## src/rtl/assert_macros.svh

```systemverilog
// Assertion macros used by the reassembler datapath.
`ifndef ASSERT_MACROS_SVH
`define ASSERT_MACROS_SVH

// Checks a property at every rising clock edge outside reset.
`define ASSERT_CLK(label, prop, msg) \
  label: assert property (@(posedge clk) disable iff (rst) (prop)) else $error(msg);

// Checks that a condition holds in the cycle after a trigger.
`define ASSERT_NEXT(label, trig, prop, msg) \
  label: assert property (@(posedge clk) disable iff (rst) (trig) |=> (prop)) else $error(msg);

`endif

```

## src/rtl/bsr_pkg.sv

```systemverilog
// Types and constants shared by the byte stream reassembler modules.
package bsr_pkg;

  localparam int CFG_W = 13;
  localparam int CNT_W = 13;
  localparam logic [CFG_W-1:0] CAP_RESET = 13'd4096;

  typedef struct packed {
    logic        func;
    logic [31:0] stream_index;
    logic [7:0]  byte_value;
    logic        has_byte;
    logic        eof_mark;
  } in_item_t;

  typedef struct packed {
    logic [7:0]       pop_byte;
    logic             pop_valid;
    logic [31:0]      assembled_point;
    logic [CNT_W-1:0] pending_count;
    logic [CNT_W-1:0] readable_count;
    logic             input_ended;
  } out_item_t;

  localparam logic FUNC_SEGMENT = 1'b0;
  localparam logic FUNC_POP     = 1'b1;

  typedef struct packed {
    logic load;
    logic clr_step;
    logic ins_rd;
    logic ins_ck;
    logic scan_rd;
    logic scan_ck;
    logic pop_rd;
    logic emit;
  } cmd_t;

  typedef struct packed {
    logic clr_last;
    logic func;
    logic has_byte;
    logic vbit;
    logic out_free;
  } stat_t;

endpackage

```

## src/rtl/bsr_ctrl.sv

```systemverilog
// Sequencer for the reassembler: clear pass, insert, advance scan, pop and result.
module bsr_ctrl (
  input  logic           clk,
  input  logic           rst,
  input  logic           in_valid,
  output logic           in_stall,
  input  bsr_pkg::stat_t stat,
  output bsr_pkg::cmd_t  cmd
);

  typedef enum logic [2:0] {
    CLEAR, IDLE, INS_RD, INS_CK, SCAN_RD, SCAN_CK, POP_RD, EMIT
  } state_t;

  state_t state;

  assign in_stall = (state != IDLE);

  always_comb begin
    cmd          = '0;
    cmd.load     = (state == IDLE) && in_valid;
    cmd.clr_step = (state == CLEAR);
    cmd.ins_rd   = (state == INS_RD);
    cmd.ins_ck   = (state == INS_CK);
    cmd.scan_rd  = (state == SCAN_RD);
    cmd.scan_ck  = (state == SCAN_CK);
    cmd.pop_rd   = (state == POP_RD);
    cmd.emit     = (state == EMIT) && stat.out_free;
  end

  always_ff @(posedge clk) begin
    if (rst) begin
      state <= CLEAR;
    end else begin
      unique case (state)
        CLEAR:   if (stat.clr_last) state <= IDLE;
        IDLE: begin
          if (in_valid) state <= INS_RD;
        end
        // The item fields are not registered yet in IDLE, so the branch is taken in INS_RD, once they are.
        INS_RD: begin
          priority if (stat.func == bsr_pkg::FUNC_POP) state <= POP_RD;
          else if (!stat.has_byte) state <= EMIT;
          else state <= INS_CK;
        end
        INS_CK:  state <= SCAN_RD;
        SCAN_RD: state <= SCAN_CK;
        SCAN_CK: state <= stat.vbit ? SCAN_RD : EMIT;
        POP_RD:  state <= EMIT;
        EMIT:    if (stat.out_free) state <= IDLE;
        default: state <= IDLE;
      endcase
    end
  end

endmodule

```

## config.mk

```make
export PLATFORM = sky130hd
export DESIGN_NAME = bsr_ctrl
export DESIGN_NICKNAME = d
export VERILOG_FILES = /design/src/rtl/assert_macros.svh /design/src/rtl/bsr_pkg.sv /design/src/rtl/bsr_ctrl.sv
export SDC_FILE = /design/constraint.sdc
export NUM_CORES = 1
export LEC_CHECK = 0
export BUFFER_PORTS_ARGS = -buffer_cell sky130_fd_sc_hd__buf_2
export CORE_AREA = 2 2 39 41
export DETAILED_ROUTE_END_ITERATION = 10
export DIE_AREA = 0 0 41 43
export GPL_ROUTABILITY_DRIVEN = 0
export PLACE_DENSITY = 0.55
export SLEW_MARGIN = 20
export SYNTH_ARGS = -nofsm -noshare
export SYNTH_HDL_FRONTEND = slang
export SYNTH_SLANG_ARGS = --single-unit
```

## constraint.sdc

```tcl
create_clock -name clk -period 2.4 [get_ports clk]
set_input_delay 0 -clock clk [delete_from_list [all_inputs] [get_ports clk]]
set_output_delay 0 -clock clk [all_outputs]
set_load 0.03 [all_outputs]
```

* After elaboration in Yosys (flattened, before gate mapping) *
Index checks and enable logic that the tools add are counted.

word-level totals
  flip-flop bits (word level) = 3
  bits of input ports = 8
  output and inout port bits = 9
  word-level logic and storage cells = 23

cells by class
  eq/ne operators = 11
  multiplexer cells = 7
  reduce and logical (&&, ||, !) cells = 4

operators by type and width
  operator                                                number
  one-hot mux 3 bit (8 select lines)                      1
  2-to-1 mux 3 bit                                        5
  equality test 3 bit (second input constant)             4
  equality test 3 x 2 -> 1 bit (second input constant)    2
  inequality test 2 bit (second input constant)           3
  equality test 3 x 1 -> 1 bit (second input constant)    1
  zero test 3 bit                                         1
  inequality test 3 x 1 -> 1 bit (second input constant)  1
  AND reduction 3 bit                                     1
  logical AND 1 bit                                       2
  2-to-1 mux 2 bit                                        1

* Longest topological paths before layout *
  depth after elaboration = 3
  depth in mapped cells = 4
  depth with buffers taken out = 3

* Least setup slack after synthesis *
OpenSTA, ideal clock, no wires.

  path kind = register to register
  start = register state[2]
  end = register state[0]
  setup time = 0.162 ns
  arrival = 1.430 ns
  data required time = 2.238 ns
  slack = 0.808 ns
  cell stages (with the launch flop) = 4
  path buffers = 1
  clock period less this slack = 1.592 ns
  cell sequence = dfxtp_1 buf_2 nor3_1 a221oi_2

RTL lines
  item                    line            text
  from (decl)             bsr_ctrl.sv:15  state_t state;
  from (signal assigned)  bsr_ctrl.sv:48  SCAN_CK: state <= stat.vbit ? SCAN_RD : EMIT;

==> impl_metrics.toml <==
[clocking]
cts_tree = "done"
clkTransAtPathRegs_ns = 0.04
clock_latency_ns = 0.23
h-tree-depth = 1
cts_buffers = 3
cts_root_buf = "clkbuf_4"
clkSinkCount = 3
clockBufferDepth = 2
cts_resized = 0

[yosys]
syn_area_um2 = 283
yosysTopAreaCellShare_pct = 21.2
yosys_warnings = 0
ys_dominant_reg_cell = "dfxtp_1"
synth.most_common_cell = "nand2_1"
ys_seq_area_share_pct = 21.2
synthCells = 36
async_reset_ff_share_pct = 0
ys_types = 23
netlist_top_cells_count = "4 x nand2_1, 3 x a21oi_1, 3 x dfxtp_1, 3 x nor2_1, 3 x nor2b_1"
syn-num-nets = 44
synth_area_leaders = "dfxtp_1 21%, nor2b_1 6.6%, a21oi_1 5.3%, a21boi_1 5.3%, a221oi_2 5.3%"
avgSynthCellArea_um2 = 7.85
ys_ff_latch = 3
synth_top_cell_by_area = "dfxtp_1"
synth-edff-count = 0

[cells_and_area]
reg.largest.list = "state (3)"
antennaDiodeCount = 0
design_area_um2 = 395
layout-drive-gt1-share_pct = 46.3
num-nets-final = 63
largest_reg_flops = 3
n_fill_cell = 157
top_register = "state"
syn_to_final_growth_pct = 39.8

[detailed_routing]
num_vias = 307
drt_pre_antenna_iters = 3
drt_iter0_drc = 1
drtAntennaViolNets = 0
wl_per_cell_um = 9.04
vias_per_cell = 4.39
drcViolationCount = 0
drt_wl_total_um = 633

[pwr]
p_comb_share_pct = 60.6
clockPowerShare_pct = 14.6
power.density_nw_per_um2 = 1550
p_sw_w = 0.000333
p_int_w = 0.000278
switching_share_pct = 54.5
seqPwrFrac_pct = 24.8
p_leak_nw = 0.195
peakVddDrop_uv = 573

[timing]
rsz0062_at_grt = "false"
finalCritPeriodShare_pct = 56.1
slew_viol_final = 0
max_freq_ghz = 0.742
min_period_ns = 1.35
slew_headroom_pct = 74.1
setup_viol = 0
report.final.hold_viol_count = 0
tightestPinTransition_ns = 0.388
tns_ns = 0
skew_ns = 0.00208

[setup_path]
cp_slowest_cell = "dfxtp_1"
crit_type = "register to primary output"
cp.required_ns = 2.40
r2r_setup_slack_ns = 1.19
cp_slowest_stage_delay_ns = 0.52
regToRegEndpoint = "state[0]$_SDFFE_PP0P_"
crit_fanout = 12
timing.rr.start = "state[0]$_SDFFE_PP0P_"
arrival_ns = 1.35
cp-end-kind = "primary output"
crit_chain = "and2b_2, and2_1, buf_2"
crit_path_start_kind = "register"
reg2reg_depth = 3

[floorplan]
die_y_um = 43
fp.coreArea_um2 = 1380
boundaryPins = 17
start_util_pct = 20.4
rows = 14
dieArea_um2 = 1760
die_x_um = 41

[global_route]
antenna_found_initial = 0
grt_pass1_vias = 265
gr-usage-all-layers_pct = 8.94
grt_first_pass_wirelength_um = 1000
grt_max_degree = 13
gr-total-overflow = 0

[worst_hold_path]
hold_depth = 3
hp-start = "stat[4]"
min_to = "state[0]$_SDFFE_PP0P_"
hold_class = "input pin to register"

[status]
outcome = "finished, final reports clean"

[job]
cap_violations = 0

[place]
postPlaceCellArea_um2 = 359
io_buffers = 16
dp_hpwl_um = 519
-- worst max-delay path, delay by kind of cell (launching register included) --
family / cells / cell delay [ns]
flops: 1 / 0.52
simple gates: 2 / 0.43
buf+inv: 1 / 0.17
-- area by class of cell --
cell class / instances / area (um^2) / area share [%]
Sequential cell: 3 / 60.1 / 15.2
Clock buffer: 4 / 26.3 / 6.65
Inverter: 2 / 7.51 / 1.90
Tap cell: 16 / 20.0 / 5.06
Multi-Input combinational cell: 28 / 191 / 48.4
Timing Repair Buffer: 17 / 90.1 / 22.8
-- cells by family after synthesis --
family	count (synthesis)	share of synthesized area, %
compound gates	9	27.0
buf+inv	5	11.1
flops	3	21.2
mux	1	3.54
simple gates	18	37.2
-- worst max path at each step --
stage	from	to	slack, ns	cells past startpoint
after global routing	state[0]$_SDFFE_PP0P_	cmd[1]	0.98	3
after floorplan	state[2]$_SDFFE_PP0P_	state[0]$_SDFFE_PP0P_	0.81	3
after global placement	state[0]$_SDFFE_PP0P_	state[0]$_SDFFE_PP0P_	1.20	3
final	state[0]$_SDFFE_PP0P_	cmd[1]	1.05	3
after detailed placement	state[0]$_SDFFE_PP0P_	state[0]$_SDFFE_PP0P_	1.19	3
after CTS	state[0]$_SDFFE_PP0P_	cmd[1]	1.04	3
-- through the flow --
step	util (%)	power (W)	worst slack (ns)	cells	hold slack, ns
after detailed placement	25.9	0.000525	1.19	65	0.181
final	28.6	0.000611	1.05	70	0.0309
after global placement	25.9	0.000522	1.20	65	0.187
after floorplan	-	0.000463	0.808	36	0.0662
after global routing	28.6	0.000659	0.981	70	0.0362
after CTS	28.6	0.000621	1.04	70	0.0235
-- power by group through the flow --
stage | Clock, W | Combinational (W) | Sequential [W]
CTS | 0.0000936 | 0.000375 | 0.000152
detailed placement | 0 | 0.000373 | 0.000152
finish | 0.0000892 | 0.000370 | 0.000152
floorplan | 0 | 0.000371 | 0.0000928
global placement | 0 | 0.000370 | 0.000152
global route | 0.0000971 | 0.000398 | 0.000164
-- what timing repair did --
action / CTS / global route
hold buffers: 1 / 0
endpoints found under the setup margin: 0 / 0
hold endpoints to repair: 1 / 0
buffers inserted: 0 / 0
-- layer usage --
layer,global-route usage (%),wire [um],vias to the layer above
met3,6.28,56,2
met4,6.00,6,0
met5,0,0,-
met1,9.32,267,134
met2,12.2,303,8
li1,-,-,163
-- cells in the final DEF (no fill, tap or decap), types with 2 or more instances in the layout --
cell	Yosys	layout
nor2_1	3	3
dfxtp_1	3	3
a21oi_1	3	3
inv_1	2	2
nor2b_1	3	3
nand2_1	4	4
buf_2	1	16
a21boi_1	2	2
clkbuf_4	0	3
No activity file was read; power rests on OpenSTA's default activity.
